<file path="src/rtl/cscan_pkg.sv">
`default_nettype none

package cscan_pkg;

   localparam int MAX_REQUESTS_DEF = 32;

   localparam int CYL_W   = 16;
   localparam int DISK_W  = 17;
   localparam int TOTAL_W = 22;
   localparam int CSR_IDX_W = 2;

   localparam logic [TOTAL_W-1:0] MOVE_MAX = {TOTAL_W{1'b1}};

   localparam logic [CSR_IDX_W-1:0] CSR_DISK_CYLINDERS = 2'd0;
   localparam logic [CSR_IDX_W-1:0] CSR_START_HEAD     = 2'd1;
   localparam logic [CSR_IDX_W-1:0] CSR_SWEEP_RIGHT    = 2'd2;

   localparam logic [DISK_W-1:0] DISK_CYLINDERS_RST = 17'd200;
   localparam logic [CYL_W-1:0]  START_HEAD_RST     = 16'd0;
   localparam logic              SWEEP_RIGHT_RST    = 1'b1;

   typedef struct packed {
      logic [DISK_W-1:0] disk_cylinders;
      logic [CYL_W-1:0]  start_head;
      logic              sweep_right;
   } cfg_type;

   typedef struct packed {
      logic load;     // accept one request beat into the sorted row
      logic init;     // start of scheduling: head, total and staging reset
      logic scan;     // rotate the row by one and serve the cell at its end
      logic phase_c;  // second pass over the row, after the jump
      logic end1;     // visit the disk end reached first
      logic end2;     // jump to the other disk end
      logic flush;    // send the staged visit as the final result
   } cmd_type;

   typedef struct packed {
      logic scan_done;
   } status_type;

endpackage

`default_nettype wire

</file>
<file path="src/rtl/cscan_disk_scheduler_top.sv">
`default_nettype none

// Requests load one per cycle while busy is low; each beat is insertion-sorted on arrival.
// After the last request, scheduling runs two full rotations of the sorted row, two
// disk-end steps and one final flush; results appear during it.
// Synchronous active-high reset clears the batch and returns the configuration registers
// to their defaults. Results cannot be stalled by the receiver.
module cscan_disk_scheduler_top
   import cscan_pkg::*;
#(
   parameter int MAX_REQUESTS = MAX_REQUESTS_DEF
)
(
   input  wire logic                 clock,
   input  wire logic                 reset,
   input  wire logic                 start,
   output logic                      busy,
   input  wire logic [CYL_W-1:0]     req_cylinder,
   input  wire logic                 req_last_request,
   output logic                      rsp_strobe,
   output logic [CYL_W-1:0]          rsp_visit_cylinder,
   output logic [TOTAL_W-1:0]        rsp_total_movement,
   output logic                      rsp_dropped,
   output logic                      rsp_last_visit,
   input  wire logic                 csr_valid,
   output logic                      csr_ready,
   input  wire logic [CSR_IDX_W-1:0] csr_index,
   input  wire logic [DISK_W-1:0]    csr_data
);

   cfg_type    cfg_ff, cfg_in;
   cmd_type    cmd;
   status_type status;

   assign csr_ready = 1'b1;

   always_comb begin
      cfg_in = cfg_ff;
      if (csr_valid && csr_ready) begin
         unique case (csr_index)
            CSR_DISK_CYLINDERS: cfg_in.disk_cylinders = csr_data;
            CSR_START_HEAD:     cfg_in.start_head     = csr_data[CYL_W-1:0];
            CSR_SWEEP_RIGHT:    cfg_in.sweep_right    = csr_data[0];
            default: begin
               cfg_in = cfg_ff;
            end
         endcase
      end
   end

   always_ff @(posedge clock) begin
      if (reset) begin
         cfg_ff.disk_cylinders <= DISK_CYLINDERS_RST;
         cfg_ff.start_head     <= START_HEAD_RST;
         cfg_ff.sweep_right    <= SWEEP_RIGHT_RST;
      end else begin
         cfg_ff <= cfg_in;
      end
   end

   cscan_ctrl u_ctrl (
      .clock            (clock),
      .reset            (reset),
      .start            (start),
      .req_last_request (req_last_request),
      .status           (status),
      .busy             (busy),
      .cmd              (cmd)
   );

   cscan_datapath #(
      .MAX_REQUESTS (MAX_REQUESTS)
   ) u_datapath (
      .clock              (clock),
      .reset              (reset),
      .cfg                (cfg_ff),
      .cmd                (cmd),
      .req_cylinder       (req_cylinder),
      .status             (status),
      .rsp_strobe         (rsp_strobe),
      .rsp_visit_cylinder (rsp_visit_cylinder),
      .rsp_total_movement (rsp_total_movement),
      .rsp_dropped        (rsp_dropped),
      .rsp_last_visit     (rsp_last_visit)
   );

endmodule

`default_nettype wire

</file>
<file path="src/rtl/cscan_ctrl.sv">
`default_nettype none

module cscan_ctrl
   import cscan_pkg::*;
(
   input  wire logic       clock,
   input  wire logic       reset,
   input  wire logic       start,
   input  wire logic       req_last_request,
   input  wire status_type status,
   output logic            busy,
   output cmd_type         cmd
);

   typedef enum logic [5:0] {
      S_IDLE   = 6'b000001,
      S_SCAN_A = 6'b000010,
      S_END1   = 6'b000100,
      S_END2   = 6'b001000,
      S_SCAN_C = 6'b010000,
      S_FLUSH  = 6'b100000
   } state_type;

   state_type state_ff, state_in;
   logic      accept;

   assign busy   = (state_ff != S_IDLE);
   assign accept = start && !busy;

   always_comb begin
      state_in = state_ff;
      cmd      = '0;
      unique case (state_ff)
         S_IDLE: begin
            if (accept) begin
               cmd.load = 1'b1;
               if (req_last_request) begin
                  cmd.init = 1'b1;
                  state_in = S_SCAN_A;
               end
            end
         end
         S_SCAN_A: begin
            cmd.scan = 1'b1;
            if (status.scan_done) begin
               state_in = S_END1;
            end
         end
         S_END1: begin
            cmd.end1 = 1'b1;
            state_in = S_END2;
         end
         S_END2: begin
            cmd.end2 = 1'b1;
            state_in = S_SCAN_C;
         end
         S_SCAN_C: begin
            cmd.scan    = 1'b1;
            cmd.phase_c = 1'b1;
            if (status.scan_done) begin
               state_in = S_FLUSH;
            end
         end
         S_FLUSH: begin
            cmd.flush = 1'b1;
            state_in  = S_IDLE;
         end
         default: begin
            state_in = S_IDLE;
         end
      endcase
   end

   always_ff @(posedge clock) begin
      if (reset) begin
         state_ff <= S_IDLE;
      end else begin
         state_ff <= state_in;
      end
   end

endmodule

`default_nettype wire

</file>
<file path="src/rtl/cscan_datapath.sv">
`default_nettype none

module cscan_datapath
   import cscan_pkg::*;
#(
   parameter int MAX_REQUESTS = MAX_REQUESTS_DEF
)
(
   input  wire logic               clock,
   input  wire logic               reset,
   input  wire cfg_type            cfg,
   input  wire cmd_type            cmd,
   input  wire logic [CYL_W-1:0]   req_cylinder,
   output status_type              status,
   output logic                    rsp_strobe,
   output logic [CYL_W-1:0]        rsp_visit_cylinder,
   output logic [TOTAL_W-1:0]      rsp_total_movement,
   output logic                    rsp_dropped,
   output logic                    rsp_last_visit
);

   localparam int IDX_W = (MAX_REQUESTS > 1) ? $clog2(MAX_REQUESTS) : 1;
   localparam int CNT_W = $clog2(MAX_REQUESTS + 1);
   localparam logic [IDX_W-1:0] LAST_IDX = IDX_W'(MAX_REQUESTS - 1);
   localparam logic [CNT_W-1:0] FULL_CNT = CNT_W'(MAX_REQUESTS);

   // Sorted row: entries 0 .. count-1 hold the batch in ascending order.
   logic [CYL_W-1:0]   cells_ff [MAX_REQUESTS];
   logic [CYL_W-1:0]   cells_in [MAX_REQUESTS];
   logic               gt       [MAX_REQUESTS];
   logic [CNT_W-1:0]   count_ff, count_in;
   logic               overflow_ff, overflow_in;
   logic [IDX_W-1:0]   k_ff, k_in;
   logic [CYL_W-1:0]   pos_ff, pos_in;
   logic [TOTAL_W-1:0] total_ff, total_in;
   logic               pend_valid_ff, pend_valid_in;
   logic [CYL_W-1:0]   pend_cyl_ff, pend_cyl_in;
   logic               out_strobe_ff, out_strobe_in;
   logic [CYL_W-1:0]   out_cyl_ff, out_cyl_in;
   logic [TOTAL_W-1:0] out_total_ff, out_total_in;
   logic               out_dropped_ff, out_dropped_in;
   logic               out_last_ff, out_last_in;

   logic               room;
   logic               right;
   logic [CYL_W-1:0]   top;
   logic [IDX_W-1:0]   logical_idx;
   logic               in_batch;
   logic [CYL_W-1:0]   end_cell;
   logic               above;
   logic               visit;
   logic [CYL_W-1:0]   visit_cyl;
   logic [CYL_W-1:0]   delta;
   logic [TOTAL_W:0]   sum;

   assign room  = (count_ff < FULL_CNT);
   assign right = cfg.sweep_right;

   always_comb begin
      if (cfg.disk_cylinders == '0) begin
         top = '0;
      end else if (cfg.disk_cylinders > DISK_W'(17'h10000)) begin
         top = '1;
      end else begin
         top = CYL_W'(cfg.disk_cylinders - DISK_W'(1));
      end
   end

   // Invalid cells count as greater, so a value no held cell exceeds lands right after the batch.
   generate
      for (genvar g = 0; g < MAX_REQUESTS; g++) begin : g_cell
         assign gt[g] = (CNT_W'(g) >= count_ff) || (cells_ff[g] > req_cylinder);

         always_comb begin
            cells_in[g] = cells_ff[g];
            if (cmd.load && room) begin
               if (g > 0 && gt[(g > 0) ? g - 1 : 0]) begin
                  cells_in[g] = cells_ff[(g > 0) ? g - 1 : 0];
               end else if (gt[g]) begin
                  cells_in[g] = req_cylinder;
               end
            end else if (cmd.scan) begin
               if (right) begin
                  cells_in[g] = cells_ff[(g + 1) % MAX_REQUESTS];
               end else begin
                  cells_in[g] = cells_ff[(g + MAX_REQUESTS - 1) % MAX_REQUESTS];
               end
            end
         end

         always_ff @(posedge clock) begin
            cells_ff[g] <= cells_in[g];
         end
      end
   endgenerate

   // The row rotates once per scan beat; k tracks which sorted entry sits at the end.
   assign logical_idx = right ? k_ff : (LAST_IDX - k_ff);
   assign in_batch    = (CNT_W'(logical_idx) < count_ff);
   assign end_cell    = right ? cells_ff[0] : cells_ff[MAX_REQUESTS-1];
   assign above       = (end_cell > cfg.start_head);
   assign status.scan_done = (k_ff == LAST_IDX);

   always_comb begin
      visit     = 1'b0;
      visit_cyl = end_cell;
      if (cmd.scan) begin
         visit = in_batch && (above == (right ^ cmd.phase_c));
      end else if (cmd.end1) begin
         visit     = 1'b1;
         visit_cyl = right ? top : '0;
      end else if (cmd.end2) begin
         visit     = 1'b1;
         visit_cyl = right ? '0 : top;
      end
   end

   always_comb begin
      if (cmd.end2) begin
         delta = top;
      end else if (visit_cyl >= pos_ff) begin
         delta = visit_cyl - pos_ff;
      end else begin
         delta = pos_ff - visit_cyl;
      end
      sum = {1'b0, total_ff} + (TOTAL_W + 1)'(delta);
   end

   always_comb begin
      count_in       = count_ff;
      overflow_in    = overflow_ff;
      k_in           = k_ff;
      pos_in         = pos_ff;
      total_in       = total_ff;
      pend_valid_in  = pend_valid_ff;
      pend_cyl_in    = pend_cyl_ff;
      out_strobe_in  = 1'b0;
      out_cyl_in     = out_cyl_ff;
      out_total_in   = out_total_ff;
      out_dropped_in = out_dropped_ff;
      out_last_in    = out_last_ff;

      if (cmd.load) begin
         if (room) begin
            count_in = count_ff + CNT_W'(1);
         end else begin
            overflow_in = 1'b1;
         end
      end
      if (cmd.init) begin
         k_in          = '0;
         pos_in        = cfg.start_head;
         total_in      = '0;
         pend_valid_in = 1'b0;
      end
      if (cmd.scan) begin
         k_in = status.scan_done ? '0 : k_ff + IDX_W'(1);
      end

      // Visits pass through a one-deep stage so that the final one can be marked.
      if (visit) begin
         pos_in        = visit_cyl;
         total_in      = (sum > (TOTAL_W + 1)'(MOVE_MAX)) ? MOVE_MAX : sum[TOTAL_W-1:0];
         pend_valid_in = 1'b1;
         pend_cyl_in   = visit_cyl;
         if (pend_valid_ff) begin
            out_strobe_in  = 1'b1;
            out_cyl_in     = pend_cyl_ff;
            out_total_in   = '0;
            out_dropped_in = overflow_ff;
            out_last_in    = 1'b0;
         end
      end

      if (cmd.flush) begin
         out_strobe_in  = 1'b1;
         out_cyl_in     = pend_cyl_ff;
         out_total_in   = total_ff;
         out_dropped_in = overflow_ff;
         out_last_in    = 1'b1;
         pend_valid_in  = 1'b0;
         count_in       = '0;
         overflow_in    = 1'b0;
      end
   end

   always_ff @(posedge clock) begin
      if (reset) begin
         count_ff      <= '0;
         overflow_ff   <= 1'b0;
         k_ff          <= '0;
         pend_valid_ff <= 1'b0;
         out_strobe_ff <= 1'b0;
      end else begin
         count_ff      <= count_in;
         overflow_ff   <= overflow_in;
         k_ff          <= k_in;
         pend_valid_ff <= pend_valid_in;
         out_strobe_ff <= out_strobe_in;
      end
   end

   always_ff @(posedge clock) begin
      pos_ff         <= pos_in;
      total_ff       <= total_in;
      pend_cyl_ff    <= pend_cyl_in;
      out_cyl_ff     <= out_cyl_in;
      out_total_ff   <= out_total_in;
      out_dropped_ff <= out_dropped_in;
      out_last_ff    <= out_last_in;
   end

   assign rsp_strobe         = out_strobe_ff;
   assign rsp_visit_cylinder = out_cyl_ff;
   assign rsp_total_movement = out_total_ff;
   assign rsp_dropped        = out_dropped_ff;
   assign rsp_last_visit     = out_last_ff;

endmodule

`default_nettype wire

</file>
<file path="config.mk">
export PLATFORM = sky130hd
export DESIGN_NAME = cscan_disk_scheduler_top
export DESIGN_NICKNAME = d
export VERILOG_FILES = /design/src/rtl/cscan_pkg.sv /design/src/rtl/cscan_disk_scheduler_top.sv /design/src/rtl/cscan_ctrl.sv /design/src/rtl/cscan_datapath.sv
export SDC_FILE = /design/constraint.sdc
export NUM_CORES = 2
export LEC_CHECK = 0
export ABC_CLOCK_PERIOD_IN_PS = 20900
export BUFFER_PORTS_ARGS = -buffer_cell sky130_fd_sc_hd__buf_2
export CORE_MARGIN = 2
export CORE_UTILIZATION = 25
export DETAILED_ROUTE_END_ITERATION = 12
export PLACE_DENSITY_LB_ADDON = 0.2
export SETUP_SLACK_MARGIN = 0.1
export SLEW_MARGIN = 20
export SYNTH_ARGS = -nofsm -noshare
export SYNTH_HDL_FRONTEND = slang
export SYNTH_SLANG_ARGS = --single-unit
</file>
<file path="constraint.sdc">
create_clock -name clock -period 20.9 [get_ports clock]
set_input_delay 2.09 -clock clock [delete_from_list [all_inputs] [get_ports clock]]
set_output_delay 2.09 -clock clock [all_outputs]
set_load 0.01 [all_outputs]
</file>
# Word-level counts from Yosys, hierarchy flattened
# Memories as Yosys holds them, arrays and structs flattened.
# Cells that the tools add are included.
# op_classes
addsub,7
muxes,208
bitwise_logic,2
n_eq_ne,15
n_lt_le_gt_ge,70
reduce_logical,52
# op_table
op,count
$mux 16,174
$gt 16x16->1,33
$mux 22,6
$ge 5x6->1 const A,16
$ge 4x6->1 const A,8
$logic_or 1x1->1,32
$sub 16x16->16,2
$pmux 6 s5,1
$ge 3x6->1 const A,4
$mux 6,4
$add 22x16->23,1
$gt 23x22->1 const B,1
$mux 5,4
$gt 17x17->1 const B,1
$logic_not 17->1,1
$mux 1,17
$ge 16x16->1,1
$sub 16x1->16 const B,1
$reduce_and 2->1,7
$ge 1x6->1 const A,2
$ge 2x6->1 const A,2
$reduce_bool 2->1,4
$add 6x1->6 const B,1
$eq 6x1->1 const B,1
24 further kinds,30
# word_totals
ramBits,512
word_cells,371
ff_bits,148
in_bits,40
output_inout_bits,43
mem_count,1
# memory_table
memory,words,word_bits,read_ports,rd_ports_with_merged_regs,write_ports,line,rtl
u_datapath.cells_ff,32,16,32,0,32,cscan_datapath.sv:28,logic [CYL_W-1:0] cells_ff [MAX_REQUESTS];

# Longest topological paths before layout
# logic_depth
depth_word,14
ltp_mapped,29
mapped_depth_nobuf,28

# By module
# From an unflattened synthesis, not the netlist that was laid out.
# hier_totals
hier_cells,4512
hier_area_um2,45259.7
# by_module_without_submodules
module,cells_each,instances,seq_area_each_um2,area_per_inst_um2
cscan_datapath,4330,1,18467.7,43432.9
cscan_disk_scheduler_top,140,1,680.7,1450.1
cscan_ctrl,42,1,120.1,376.6

# Worst setup path before layout
# No wires, ideal clock.
# synth_timing
path_type,flip-flop to flip-flop
startpoint,reg cfg_ff[24] (netlist bit)
endpoint,reg u_datapath.total_ff[19] (data pin)
t_required_ns,20.634
setup_slack_ns,14.093
path_stages_with_launch,28
arrival_time_ns,6.541
path_cell_list,dfxtp_1 or4_1 nor4_1 and3b_1 buf_2 maj3_1 o22ai_1 inv_1 ha_1 inv_1 fa_1 a211oi_1 o21ai_0 a2111o_1 and2_1 a21oi_2 mux2_2 nand2_1 o21ai_0 ha_1 a211oi_1 nor4_1 or4_1 o221a_2 a311o_1 nand2_1 mux2i_1 nor2_1
# synth_via
elab_chain_cells,14
# synth_lines
item,line,rtl
"start, declared",cscan_disk_scheduler_top.sv:31,"cfg_type cfg_ff, cfg_in;"
"start signal, assigned",cscan_disk_scheduler_top.sv:57,cfg_ff <= cfg_in;
$gt 17x17->1,cscan_datapath.sv:62,end else if (cfg.disk_cylinders > DISK_W'(17'h10000)) begin
$mux 16,cscan_datapath.sv:62,
$mux 16 *,cscan_datapath.sv:60,if (cfg.disk_cylinders == '0) begin
$mux 16,cscan_datapath.sv:114,visit_cyl = right ? '0 : top;
$mux 16,cscan_datapath.sv:112,end else if (cmd.end2) begin
$mux 16 *,cscan_datapath.sv:109,end else if (cmd.end1) begin
$mux 16 *,cscan_datapath.sv:107,if (cmd.scan) begin
net u_datapath.visit_cyl[0],cscan_datapath.sv:52,logic [CYL_W-1:0] visit_cyl;
$sub 16x16->16 (tied with other cells),cscan_datapath.sv:124,delta = pos_ff - visit_cyl;
$mux 16 *,cscan_datapath.sv:121,end else if (visit_cyl >= pos_ff) begin
$mux 16 *,cscan_datapath.sv:119,if (cmd.end2) begin
$add 22x16->23 *,cscan_datapath.sv:126,"sum = {1'b0, total_ff} + (TOTAL_W + 1)'(delta);"
$gt 23x22->1,cscan_datapath.sv:163,total_in = (sum > (TOTAL_W + 1)'(MOVE_MAX)) ? MOVE_MAX : sum[TOTAL_W-1:0];
$mux 22 *,cscan_datapath.sv:163,
$mux 22 *,cscan_datapath.sv:161,if (visit) begin
"end signal, assigned",cscan_datapath.sv:205,total_ff <= total_in;
"end, declared",cscan_datapath.sv:35,"logic [TOTAL_W-1:0] total_ff, total_in;"
# The timed path passes the listed nets; every way through them passes the cells marked *.
# A chain may end at the register's enable or synchronous reset.

# Worst setup path after layout
# Ends and elaborated chain as after synthesis.

==> results.cfg <==
[status]
status = finished clean

[cts]
cts_tree = done
cts_root_buf = clkbuf_16
path_clk_slew_ns = 0.06
clock_sinks = 660
post_cts_buffers = 0
cts_resized = 0
clk_latency_ns = 0.73
cts_buffer_depth = 3
cts-buffers-inserted = 87
h-tree-depth = 3
ctsHoldBuffers = 0

[yosys]
syn_inst = 4405
synthArstFlopShare_pct = 0
syn_nets = 5020
ys.flop_type = edfxtp_1
ys_seq_elements = 660
syn_area_mm2 = 0.0467
postSynthAreaPerCell_um2 = 10.6
synth_warnings = 0
yosysUniqueCellTypes = 98
ys_seq_area_share_pct = 41.3
synth_edf_count = 605

[floorplan]
placementRows = 158
die_area_mm2 = 0.190
fp.dieH_um = 436
fp.coreArea_mm2 = 0.185
start_util_pct = 25.2
ios = 83
fp.dieW_um = 436

[place]
gp_congestion = 0.903
dp_hpwl_um = 134000
io_buffer_count = 81
place_ws_ns = 12.93

[grt]
antenna_found_initial = 7
grt_pass1_vias = 37249
grt_start_max_net_pins = 158
grt_pass1_wl_um = 273000
track_usage_pct = 19.5
grt_overflow_total = 0

[layout]
mostFrequentLayoutCell = edfxtp_1
nets = 5021
drive_gt1_share_pct = 11.2
mostFrequentLayoutCells = 605 x edfxtp_1, 572 x ha_1, 357 x a21oi_1, 265 x a221o_1, 247 x nand2_1
register_area_mm2 = 0.0193
multiInputGateArea_mm2 = 0.0257
n_fill_cell = 19438
syn_to_final_growth_pct = 12.8

[pwr]
leakage_nw = 20.7
ir_worst_vdd_mv = 0.0572
power.density_mw_per_mm2 = 90.0

[timing]
fin_crit_sh_pct = 38.4
rsz0062_at_grt = no
fmax_mhz = 125
tns_ns = 0
worst_slack_ns = 12.88
maxSlewViolCount = 0
slew_headroom_pct = 24.7
finalSetupViolCount = 0
period_needed_ns = 8.02
skew_ns = 0.0443
worst_slew_pin_slew_ns = 1.12
hold_viol_final = 0

[worst_setup_path]
crit_fanout = 13
cp.required_ns = 21.33
cp-end-kind = flop
worstPathArrival_ns = 8.45
crit_type = reg -> reg
cpPeakStageDelay_ns = 0.60
worstSetupStartpointType = flop
slowest_stage = or4_1

[drt]
first_iter_violations = 3988
vias = 38806
first_pass_iters = 5
antenna_left = 0
via_per_inst = 5.58
drc_errors = 0
wl_um = 191000
routedWlPerCell_um = 27.5

[hold_path]
hp-class = reg -> reg

[flow_run]
max_cap_violations = 0
==> cells by family after synthesis <==
| kind of cell | share of synthesized area, % |
|---|---|
| simple gates | 13.5 |
| buf+inv | 3.87 |
| other cells | 0.00804 |
| flops | 41.3 |
| xor+xnor | 0.882 |
| compound gates | 24.1 |
| fa+ha+maj | 15.5 |
| mux | 0.874 |
==> Yosys cell counts, drive strengths merged (13+ instances only) <==
cell type  count  area (µm²)
a21oi        368        1890
nand4        104         651
nand2        253         965
o221a         96        1080
o22a          17         149
inv          136         510
o31ai         15         113
or2           19         119
a211oi        52         425
o22ai         28         175
nand3         34         175
nor3         108         583
a22o          83         727
and3         168        1050
edfxtp       605       18200
o211ai        33         253
a221o        265        2650
nor4          13        96.3
xnor2         29         254
nand2b        93         582
ha           572        7160
a21o         190        1430
a41oi         19         166
o21ai        137         689
o21a          87         653
xor2          18         158
or3           13        81.3
or4           13         105
nor2b         85         532
clkbuf       165         619
nor2         178         688
buf          104         619
and2          56         350
a31oi         15        93.8
dfxtp         55        1100
clkinv        15        56.3
mux2i         34         340
==> worst max-delay path, delay by kind of cell (launching register included) <==
family,cells,cell delay (ns)
fa+ha+maj,4,1.26
mux,2,0.60
buf+inv,2,0.19
simple gates,9,2.65
flops,1,0.36
compound gates,9,2.68
==> registers in the layout, summed over array words and instances (netlist names) <==
| signal | count |
|---|---|
| u_datapath.cells_ff | 512 |
| cfg_ff | 34 |
| u_datapath.rsp_total_movement | 22 |
| u_datapath.total_ff | 22 |
| u_datapath.pend_cyl_ff | 16 |
| u_datapath.pos_ff | 16 |
| u_datapath.rsp_visit_cylinder | 16 |
| u_ctrl.state_ff | 6 |
| u_datapath.count_ff | 6 |
| u_datapath.k_ff | 5 |
| u_datapath.overflow_ff | 1 |
| u_datapath.pend_valid_ff | 1 |
| u_datapath.rsp_dropped | 1 |
| u_datapath.rsp_last_visit | 1 |
| u_datapath.rsp_strobe | 1 |
==> stage by stage <==
step	power, mW	hold WS, ns	area (µm²)	instances	utilization, %
floorplan	2.73	0.400	46700	4405	-
global placement	3.20	0.402	49800	6797	26.9
detailed placement	3.21	0.405	49800	6797	26.9
CTS	4.75	0.417	52600	6956	28.4
global route	4.96	0.429	52600	6959	28.4
finish	4.74	0.420	52600	6960	28.4
==> metal layers <==
metal	vias up	GRT usage, %	part of all wire, %
met5	-	0	0.0068
met4	2	6.38	3.1
met3	285	3.36	7.2
met2	1440	29.2	43
met1	19554	28.1	47
li1	17525	-	-
==> worst paths after layout <==
check	start	endpoint	slack (ns)	cells past startpoint
setup reg to reg	cfg_ff[24]	u_datapath.total_ff[19]	12.88	26
setup / recovery	cfg_ff[24]	u_datapath.total_ff[19]	12.88	26
hold reg to reg	u_datapath.pend_cyl_ff[12]	u_datapath.rsp_visit_cylinder[12]	0.42	0
hold / removal	u_datapath.pend_cyl_ff[12]	u_datapath.rsp_visit_cylinder[12]	0.42	0
==> area by class of cell <==
class,instances,area share [%]
Antenna cell,4,0.0190
Clock buffer,106,4.45
Clock inverter,53,0.856
Inverter,151,1.08
Multi-Input combinational cell,3325,48.8
Sequential cell,660,36.6
Tap cell,2480,5.90
Timing Repair Buffer,181,2.25
==> power breakdown <==
group | switching [mW] | internal, mW
Sequential | 0.241 | 1.68
Combinational | 0.754 | 0.545
Clock | 0.649 | 0.870
Total | 1.64 | 3.09
(Power assumes the default switching activity.)
